`config.mk`:
```
export PLATFORM = sky130hd
export DESIGN_NAME = heading_step_sequencer_top
export DESIGN_NICKNAME = d
export VERILOG_FILES = /design/src/rtl/hss_pkg.sv /design/src/rtl/hss_steer_unit.sv /design/src/rtl/heading_step_sequencer_top.sv
export SDC_FILE = /design/constraint.sdc
export NUM_CORES = 2
export LEC_CHECK = 0
export ABC_CLOCK_PERIOD_IN_PS = 11400
export BUFFER_PORTS_ARGS = -buffer_cell sky130_fd_sc_hd__buf_2
export CAP_MARGIN = 10
export CORE_MARGIN = 2
export CORE_UTILIZATION = 62
export DETAILED_ROUTE_END_ITERATION = 7
export PLACE_DENSITY = 0.77
export SYNTH_ARGS = -nofsm -noshare
export SYNTH_HDL_FRONTEND = slang
export SYNTH_SLANG_ARGS = --single-unit
```
`constraint.sdc`:
```
create_clock -name clk -period 11.4 [get_ports clk]
set_clock_uncertainty 0.1 [all_clocks]
set_input_delay 0.57 -clock clk [delete_from_list [all_inputs] [get_ports clk]]
set_output_delay 0.57 -clock clk [all_outputs]
set_load 0.005 [all_outputs]
```
`src/rtl/hss_pkg.sv`:
```
`timescale 1ns / 1ps
package hss_pkg;

  localparam int MAX_STEPS = 16;

  localparam int unsigned CFG_IDX_W = 3;
  localparam int unsigned CFG_DATA_W = 20;

  localparam logic [18:0] DEG16_TO_Q12 = 19'd292818;
  localparam logic signed [17:0] PI_Q12 = 18'sd12868;
  localparam logic signed [17:0] TWO_PI_Q12 = 18'sd25736;
  localparam logic signed [17:0] FOUR_PI_Q12 = 18'sd51472;
  localparam logic [14:0] SPEED_MAX = 15'd16384;

  typedef enum logic [1:0] {
    FUNC_TICK  = 2'd0,
    FUNC_LOAD  = 2'd1,
    FUNC_START = 2'd2,
    FUNC_STOP  = 2'd3
  } func_t;

  typedef enum logic [1:0] {
    DIR_FWD   = 2'd0,
    DIR_BACK  = 2'd1,
    DIR_LEFT  = 2'd2,
    DIR_RIGHT = 2'd3
  } dir_t;

  typedef enum logic [3:0] {
    EV_IDLE          = 4'd0,
    EV_TURNING       = 4'd1,
    EV_DRIVING       = 4'd2,
    EV_DRIVE_TIMEOUT = 4'd3,
    EV_STEP_DONE     = 4'd4,
    EV_COMPLETE      = 4'd5,
    EV_IMU_ABORT     = 4'd6,
    EV_START_REFUSED = 4'd7,
    EV_STARTED       = 4'd8,
    EV_STOPPED       = 4'd9,
    EV_LOADED        = 4'd10
  } event_t;

  typedef enum logic [CFG_IDX_W-1:0] {
    REG_TURN_GAIN   = 3'd0,
    REG_OMEGA_LIMIT = 3'd1,
    REG_HEADING_TOL = 3'd2,
    REG_TURN_TMO    = 3'd3,
    REG_DEF_SPEED   = 3'd4,
    REG_PROG_LEN    = 3'd5
  } reg_idx_t;

  typedef enum logic [2:0] {
    ST_IDLE,
    ST_FETCH,
    ST_WRAP,
    ST_GAIN,
    ST_DECIDE
  } state_t;

  typedef struct packed {
    logic [1:0]         dir;
    logic [14:0]        speed;
    logic signed [13:0] heading;
    logic [19:0]        duration;
  } hss_entry_t;

  typedef struct packed {
    logic               in_tol;
    logic signed [15:0] omega;
  } hss_steer_t;

endpackage

```
`src/rtl/hss_steer_unit.sv`:
```
`timescale 1ns / 1ps
module hss_steer_unit
  import hss_pkg::*;
(
  input  logic               clk,
  input  logic signed [13:0] step_heading,
  input  logic signed [14:0] heading_now,
  input  logic [15:0]        turn_gain,
  input  logic [14:0]        omega_limit,
  input  logic [13:0]        heading_tolerance,
  output hss_steer_t         steer
);

  // stage 1: target magnitude times degree scale
  logic [13:0]        hmag;
  logic [32:0]        prod1;
  logic               hneg1;
  logic signed [14:0] hnow1;

  // stage 2: round, subtract, wrap
  logic [32:0]        sum1;
  logic [16:0]        tgt_mag;
  logic signed [17:0] tgt;
  logic signed [17:0] err;
  logic signed [17:0] err_a;
  logic signed [17:0] err_w;
  logic signed [14:0] err2;

  // stage 3: gain multiply
  logic               neg2;
  logic [14:0]        mag15;
  logic [13:0]        aerr;
  logic [29:0]        prod2;
  logic               neg3;
  logic               within3;

  // stage 4: round and clamp
  logic [29:0]        sum2;
  logic [17:0]        wmag;
  logic [17:0]        lim18;
  logic [17:0]        wclamp;
  logic signed [15:0] wpos;

  always_comb begin
    hmag = step_heading[13] ? 14'(-step_heading) : 14'(step_heading);
  end

  always_ff @(posedge clk) begin
    prod1 <= 33'(hmag) * 33'(DEG16_TO_Q12);
    hneg1 <= step_heading[13];
    hnow1 <= heading_now;
  end

  always_comb begin
    sum1 = prod1 + 33'd32768;
    tgt_mag = sum1[32:16];
    tgt = hneg1 ? -$signed({1'b0, tgt_mag}) : $signed({1'b0, tgt_mag});
    err = tgt - $signed({{3{hnow1[14]}}, hnow1});
    err_a = err;
    err_w = err;
    if (err > PI_Q12) begin
      err_a = err - TWO_PI_Q12;
      err_w = (err_a > PI_Q12) ? (err - FOUR_PI_Q12) : err_a;
    end else if (err < -PI_Q12) begin
      err_a = err + TWO_PI_Q12;
      err_w = (err_a < -PI_Q12) ? (err + FOUR_PI_Q12) : err_a;
    end
  end

  always_ff @(posedge clk) begin
    err2 <= err_w[14:0];
  end

  always_comb begin
    neg2 = err2[14];
    mag15 = neg2 ? 15'(-err2) : 15'(err2);
    aerr = mag15[13:0];
  end

  always_ff @(posedge clk) begin
    prod2 <= 30'(turn_gain) * 30'(aerr);
    neg3 <= neg2;
    within3 <= (aerr <= heading_tolerance);
  end

  always_comb begin
    sum2 = prod2 + 30'd2048;
    wmag = sum2[29:12];
    lim18 = 18'(omega_limit);
    wclamp = (wmag > lim18) ? lim18 : wmag;
    wpos = $signed({1'b0, wclamp[14:0]});
    steer.in_tol = within3;
    steer.omega = neg3 ? -wpos : wpos;
  end

endmodule

```
`src/rtl/heading_step_sequencer_top.sv`:
```
`timescale 1ns / 1ps
// channel  | handshake                     | payload
// ---------+-------------------------------+-----------------------------------------
// command  | start, busy (accept: start&!busy) | func, now_ms, heading_now, imu_ok,
//          |                               | slot, step_dir, step_speed,
//          |                               | step_heading, step_duration_ms
// result   | done (one-cycle strobe)       | vx, vy, omega, drive_valid, stop_motors,
//          |                               | reset_regulators, step_index, running,
//          |                               | event_res
// config   | cfg_valid, cfg_ready          | cfg_index, cfg_data
//
// a command runs from accept to done through step table read, heading scale
// multiply, wrap, gain multiply and clamp
// busy stays high while a command is in flight and falls as done rises: one command at a time
// config writes wait while a command is offered or in flight
// reset clears control state; the step table is not cleared
// done lasts one cycle; the receiver cannot stall it
module heading_step_sequencer_top
  import hss_pkg::*;
(
  input  logic                  clk,
  input  logic                  rst,
  input  logic                  start,
  output logic                  busy,
  input  logic [1:0]            func,
  input  logic [31:0]           now_ms,
  input  logic signed [14:0]    heading_now,
  input  logic                  imu_ok,
  input  logic [3:0]            slot,
  input  logic [1:0]            step_dir,
  input  logic [14:0]           step_speed,
  input  logic signed [13:0]    step_heading,
  input  logic [19:0]           step_duration_ms,
  input  logic                  cfg_valid,
  output logic                  cfg_ready,
  input  logic [CFG_IDX_W-1:0]  cfg_index,
  input  logic [CFG_DATA_W-1:0] cfg_data,
  output logic                  done,
  output logic signed [15:0]    vx,
  output logic signed [15:0]    vy,
  output logic signed [15:0]    omega,
  output logic                  drive_valid,
  output logic                  stop_motors,
  output logic                  reset_regulators,
  output logic signed [5:0]     step_index,
  output logic                  running,
  output logic [3:0]            event_res
);

  localparam int AW = (MAX_STEPS > 1) ? $clog2(MAX_STEPS) : 1;

  state_t state, state_next;

  logic [15:0] turn_gain;
  logic [14:0] omega_limit;
  logic [13:0] heading_tolerance;
  logic [19:0] turn_timeout_ms;
  logic [14:0] default_speed;
  logic [4:0]  program_length;

  logic signed [5:0] cur, cur_next;
  logic              in_drive, in_drive_next;
  logic [31:0]       phase_start, phase_start_next;
  logic              is_running, is_running_next;

  hss_entry_t step_mem [MAX_STEPS];
  hss_entry_t rd_q;
  hss_entry_t wr_entry;

  func_t              func_q;
  logic [31:0]        now_q;
  logic signed [14:0] hnow_q;
  logic               imu_q;

  logic        accept;
  logic [31:0] slot_ext;
  logic [31:0] cur_ext;
  logic        slot_ok;
  logic [AW-1:0] slot_addr;
  logic [AW-1:0] cur_addr;
  logic [4:0]  eff_len;
  logic        cur_bad;

  logic [31:0] elapsed_q;
  logic        timed_q;
  logic        dur_done_q;
  logic        dur_zero_q;

  hss_steer_t steer;

  logic [14:0]        spd;
  logic signed [15:0] spd_s;
  logic               go_drive;
  logic               tmo_turn;
  logic               step_done;

  logic signed [15:0] vx_next, vy_next, om_next;
  logic               dv_next, stop_next, rreg_next;
  event_t             ev_next;

  assign accept = start && !busy;
  assign busy = (state != ST_IDLE);
  assign cfg_ready = (state == ST_IDLE) && !start;

  always_comb begin
    slot_ext = 32'(slot);
    slot_ok = (slot_ext < 32'(MAX_STEPS));
    slot_addr = slot_ext[AW-1:0];
    cur_ext = 32'(cur[4:0]);
    cur_addr = cur_ext[AW-1:0];
    eff_len = (32'(program_length) < 32'(MAX_STEPS)) ? program_length : 5'(MAX_STEPS);
    cur_bad = cur[5] || (cur[4:0] >= eff_len);
    wr_entry.dir = step_dir;
    wr_entry.speed = step_speed;
    wr_entry.heading = step_heading;
    wr_entry.duration = step_duration_ms;
  end

  // config registers
  always_ff @(posedge clk) begin
    if (rst) begin
      turn_gain <= 16'd4096;
      omega_limit <= 15'd8192;
      heading_tolerance <= 14'd357;
      turn_timeout_ms <= 20'd3000;
      default_speed <= 15'd8192;
      program_length <= 5'd0;
    end else if (cfg_valid && cfg_ready) begin
      unique case (reg_idx_t'(cfg_index))
        REG_TURN_GAIN:   turn_gain <= cfg_data[15:0];
        REG_OMEGA_LIMIT: omega_limit <= cfg_data[14:0];
        REG_HEADING_TOL: heading_tolerance <= cfg_data[13:0];
        REG_TURN_TMO:    turn_timeout_ms <= cfg_data[19:0];
        REG_DEF_SPEED:   default_speed <= cfg_data[14:0];
        REG_PROG_LEN:    program_length <= cfg_data[4:0];
        default: ;
      endcase
    end
  end

  // step table
  always_ff @(posedge clk) begin
    if (accept) begin
      if ((func_t'(func) == FUNC_LOAD) && slot_ok) begin
        step_mem[slot_addr] <= wr_entry;
      end
      rd_q <= step_mem[cur_addr];
    end
  end

  always_ff @(posedge clk) begin
    if (accept) begin
      func_q <= func_t'(func);
      now_q <= now_ms;
      hnow_q <= heading_now;
      imu_q <= imu_ok;
    end
  end

  always_ff @(posedge clk) begin
    elapsed_q <= now_q - phase_start;
    timed_q <= (elapsed_q > 32'(turn_timeout_ms));
    dur_done_q <= (elapsed_q >= 32'(rd_q.duration));
    dur_zero_q <= (rd_q.duration == 20'd0);
  end

  hss_steer_unit u_steer (
    .clk               (clk),
    .step_heading      (rd_q.heading),
    .heading_now       (hnow_q),
    .turn_gain         (turn_gain),
    .omega_limit       (omega_limit),
    .heading_tolerance (heading_tolerance),
    .steer             (steer)
  );

  always_ff @(posedge clk) begin
    if (rst) begin
      state <= ST_IDLE;
    end else begin
      state <= state_next;
    end
  end

  always_comb begin
    state_next = state;
    unique case (state)
      ST_IDLE:   if (accept) state_next = ST_FETCH;
      ST_FETCH:  state_next = ST_WRAP;
      ST_WRAP:   state_next = ST_GAIN;
      ST_GAIN:   state_next = ST_DECIDE;
      ST_DECIDE: state_next = ST_IDLE;
      default:   state_next = ST_IDLE;
    endcase
  end

  always_comb begin
    spd = (rd_q.speed != 15'd0) ? rd_q.speed : default_speed;
    if (spd > SPEED_MAX) spd = SPEED_MAX;
    spd_s = $signed({1'b0, spd});
    cur_next = cur;
    in_drive_next = in_drive;
    phase_start_next = phase_start;
    is_running_next = is_running;
    vx_next = '0;
    vy_next = '0;
    om_next = '0;
    dv_next = 1'b0;
    stop_next = 1'b0;
    rreg_next = 1'b0;
    ev_next = EV_IDLE;
    go_drive = 1'b0;
    tmo_turn = 1'b0;
    step_done = 1'b0;
    unique case (func_q)
      FUNC_LOAD: begin
        cur_next = -6'sd1;
        is_running_next = 1'b0;
        ev_next = EV_LOADED;
      end
      FUNC_START: begin
        if (eff_len == 5'd0) begin
          ev_next = EV_START_REFUSED;
        end else begin
          cur_next = 6'sd0;
          in_drive_next = 1'b0;
          phase_start_next = now_q;
          is_running_next = 1'b1;
          ev_next = EV_STARTED;
        end
      end
      FUNC_STOP: begin
        cur_next = -6'sd1;
        is_running_next = 1'b0;
        stop_next = 1'b1;
        rreg_next = 1'b1;
        ev_next = EV_STOPPED;
      end
      FUNC_TICK: begin
        priority if (!is_running) begin
          ev_next = EV_IDLE;
        end else if (!imu_q) begin
          cur_next = -6'sd1;
          is_running_next = 1'b0;
          stop_next = 1'b1;
          rreg_next = 1'b1;
          ev_next = EV_IMU_ABORT;
        end else if (cur_bad) begin
          cur_next = -6'sd1;
          is_running_next = 1'b0;
          stop_next = 1'b1;
          rreg_next = 1'b1;
          ev_next = EV_COMPLETE;
        end else begin
          go_drive = 1'b1;
          step_done = dur_done_q;
          if (!in_drive) begin
            if (!steer.in_tol && !timed_q) begin
              om_next = steer.omega;
              dv_next = 1'b1;
              ev_next = EV_TURNING;
              go_drive = 1'b0;
            end else begin
              tmo_turn = timed_q && !steer.in_tol;
              in_drive_next = 1'b1;
              phase_start_next = now_q;
              step_done = dur_zero_q;
            end
          end
          if (go_drive) begin
            if (step_done) begin
              cur_next = cur + 6'sd1;
              in_drive_next = 1'b0;
              phase_start_next = now_q;
              rreg_next = 1'b1;
              ev_next = EV_STEP_DONE;
            end else begin
              unique case (dir_t'(rd_q.dir))
                DIR_FWD:   vy_next = spd_s;
                DIR_BACK:  vy_next = -spd_s;
                DIR_LEFT:  vx_next = -spd_s;
                DIR_RIGHT: vx_next = spd_s;
                default:   vx_next = spd_s;
              endcase
              om_next = steer.omega;
              dv_next = 1'b1;
              ev_next = tmo_turn ? EV_DRIVE_TIMEOUT : EV_DRIVING;
            end
          end
        end
      end
      default: ev_next = EV_IDLE;
    endcase
  end

  always_ff @(posedge clk) begin
    if (rst) begin
      cur <= -6'sd1;
      in_drive <= 1'b0;
      phase_start <= '0;
      is_running <= 1'b0;
      done <= 1'b0;
    end else begin
      done <= (state == ST_DECIDE);
      if (state == ST_DECIDE) begin
        cur <= cur_next;
        in_drive <= in_drive_next;
        phase_start <= phase_start_next;
        is_running <= is_running_next;
      end
    end
  end

  always_ff @(posedge clk) begin
    if (state == ST_DECIDE) begin
      vx <= vx_next;
      vy <= vy_next;
      omega <= om_next;
      drive_valid <= dv_next;
      stop_motors <= stop_next;
      reset_regulators <= rreg_next;
      step_index <= cur_next;
      running <= is_running_next;
      event_res <= ev_next;
    end
  end

endmodule
```
==> flow_metrics.env <==
export IMPL_overflow=0
export IMPL_grt_pass1_wl_um=235800
export IMPL_cts_tree="built"
export IMPL_dp_slack_ps=2780
export IMPL_synth_edf_count=979
export IMPL_wl_per_cell_um=24.66
export IMPL_row_count=116
export IMPL_syn_nets=5334
export IMPL_synth_cells=4610
export IMPL_synth_top_cell_by_area="edfxtp_1"
export IMPL_post_cts_buffers=0
export IMPL_clock_path_buffers=3
export IMPL_drc=0
export IMPL_fin_crit_ps=8650
export IMPL_slew_limit_headroom=0.1936
export IMPL_grt_max_degree=172
export IMPL_final_hold_viol_count=0
export IMPL_critical_path_arrival_ps=9180
export IMPL_max_stage_delay_ps=540
export IMPL_dpl_hpwl_um=95610
export IMPL_ys_seq_area_frac=0.5435
export IMPL_h_tree_depth=3
export IMPL_drt_iter0_drc=3771
export IMPL_worst_pin_slew_ps=1210
export IMPL_start_kind="flop"
export IMPL_grt_pass1_vias=39210
export IMPL_avgSynthCellArea_um2=13.60
export IMPL_critPathMaxFanout=17
export IMPL_final_area_um2=69660
export IMPL_power_leakage_nw=27.17
export IMPL_worstSetupPathType="flop to flop"
export IMPL_syn_to_final_growth_pct=11.08
export IMPL_portBuffers=196
export IMPL_cpMostUsedCell="fa_1"
export IMPL_synth_area_leaders="edfxtp_1, mux4_2, fa_1, dfxtp_1, ha_1"
export IMPL_period_share=0.7588
export IMPL_dpl_cell_area_um2=65100
export IMPL_status="complete, no violations"
export IMPL_ioPinCount=197
export IMPL_first_pass_iters=7
export IMPL_cp_end_kind="flop"
export IMPL_reg2reg_depth=29
export IMPL_yosysMostFrequentCell="edfxtp_1"
export IMPL_hold_class="primary input to flop"
export IMPL_clock_sinks=1213
export IMPL_ys_flop_type="edfxtp_1"
export IMPL_die_w_um=322.0
export IMPL_cp_num_cells=29
export IMPL_cts_root_buffer="clkbuf_16"
export IMPL_holdWs_ps=56.20
export IMPL_cts_repair_resized=0
export IMPL_core_um2=100100
export IMPL_yosys_register_bits=1213
export IMPL_fin_cells=6268
export IMPL_async_flop_share=0
export IMPL_synth_top_cell_area_share=0.4688
export IMPL_grt_usage=0.3034
export IMPL_die_y_um=322.0
export IMPL_die_area_um2=103700
export IMPL_netlist_area_um2=62710
export IMPL_dp_cells=5979
export IMPL_setup_tns_ps=0
export IMPL_routed_via_density=6.191
export IMPL_r2r_slack_ps=2750
export IMPL_synthTopCellsByCount="edfxtp_1, inv_1, nand2_1"
export IMPL_drv_cap=0
export IMPL_grt_antenna_before_repair=27
export IMPL_critPathBufInv=4
export IMPL_yosysWarnings=0
export IMPL_cts_clk_slew_worst_paths_ps=60
export IMPL_vias=38800
export IMPL_final_max_slew_viol_count=0
export IMPL_setup_viol=0
export IMPL_ys_types=106
export IMPL_p_per_area_nw_per_um2=270.7
export IMPL_start_util=0.6262
export IMPL_wl_um=154600
export IMPL_max_freq_ghz=0.1156
export IMPL_r2r_end="u_steer.prod2[29]"
export IMPL_nNetsFinal=5578
export IMPL_cts_buffers=118
export IMPL_rsz0062_at_grt="no"
export IMPL_gp_congestion=0.9217
export IMPL_worst_slack_ps=2750
export IMPL_required_ps=11930
export IMPL_crit_end="u_steer.prod2[29]"
export IMPL_worstReg2RegStart="u_steer.err2[0]"
export IMPL_peakVddDrop_uv=437.5
export IMPL_setup_worst_path_start="u_steer.err2[0]"
export IMPL_ant_nets=0
export IMPL_clkLatencyLatePin_ps=740
export IMPL_slowest_stage="fa_1"
export IMPL_critical_path_top_delay_family="adder cells"
export IMPL_layout_drive_gt1_share=0.1529
-- metrics by stage --
step / total power [W] / utilization
2_1_floorplan: 0.01272 / -
3_3_place_gp: 0.01460 / 0.6501
3_5_place_dp: 0.01478 / 0.6501
4_1_cts: 0.01888 / 0.6953
5_1_grt: 0.02030 / 0.6955
6_report: 0.01885 / 0.6956
-- power by group --
| group | leakage, nW | switching [W] | internal (W) |
|---|---|---|---|
| clock | 1.95 | 0.00171 | 0.00230 |
| combinational | 14.4 | 0.00556 | 0.00400 |
| sequential | 10.9 | 0.000201 | 0.00510 |
-- how the worst min path moves through the flow --
stage                   start          endpoint  slack (ps)  cells after the start
finish                 imu_ok             imu_q          60                      1
global route           imu_ok             imu_q          50                      1
CTS                    imu_ok             imu_q          10                      1
detailed placement  hnow_q[2]  u_steer.hnow1[2]         230                      0
global placement    hnow_q[2]  u_steer.hnow1[2]         230                      0
floorplan           hnow_q[0]  u_steer.hnow1[0]         220                      0
-- layer usage --
layer	GRT usage	vias up	routed length, um
li1	-	17230	-
met1	0.3887	19470	58700
met2	0.5220	1705	78420
met3	0.04710	381	11020
met4	0.1202	16	6364
met5	0	-	88
-- cells in the final DEF, fill, tap and decap left out, types with 23 or more instances in the layout --
cell type      Yosys  layout
clkinv_1           3      31
nor2_1           262     250
buf_4              7      51
ha_1             342     342
mux2i_1           61      61
nand3_1           56      56
dlygate4sd3_1      0      53
o21ai_0          117     117
a21o_1            43      43
xnor2_1          127     126
inv_1            460     460
nand4_1           32      32
fa_1             250     250
nor3_1            71      67
clkinv_2           0      25
and2_1            83      82
nand2b_1          25      25
xor2_1            45      45
a21oi_1          181     181
clkbuf_16          0     121
o21a_1            23      23
mux4_2           255     255
edfxtp_1         979     979
nor2b_1           38      38
nand2_1          403     403
nor4_1            27      26
buf_2              5     195
or3_1             25      25
a31oi_1           28      28
dfxtp_1          234     230
-- flip-flops by register name (all words and copies together) (netlist names), 16 cells and up --
name	cells
omega	16
now_q	32
vx	16
step_mem	816
elapsed_q	32
rd_q	51
turn_gain	16
vy	16
u_steer.prod2	19
u_steer.prod1	18
turn_timeout_ms	20
phase_start	32
-- cell type report --
type                       instances  area [um^2]
multi-input combinational       2758        26260
antenna                           11        27.53
clock inverter                    83        874.6
fill                            6592        30480
clock buffer                     142         3127
sequential                      1213        34100
tap                             1298         1624
inverter                         463         1739
timing repair buffer             300         1909
-- kinds of logic (layout without fill, tap and decap cells) --
kind of cell | count (synthesis) | count (layout) | synth area share
flops | 1213 | 1213 | 0.5435
simple gates | 1100 | 1100 | 0.08236
buf+inv | 639 | 988 | 0.04000
fa+ha+maj | 592 | 592 | 0.1480
compound gates | 569 | 569 | 0.05876
mux | 322 | 322 | 0.1024
xor+xnor | 175 | 175 | 0.02498
other cells | 0 | 11 | 0
-- timing repair --
| item | in CTS | in global routing |
|---|---|---|
| hold buffers | 53 | 0 |
| endpoints found under the setup margin | 0 | 0 |
| hold endpoints to repair | 53 | 0 |
Power figures use the tool's default switching activity.
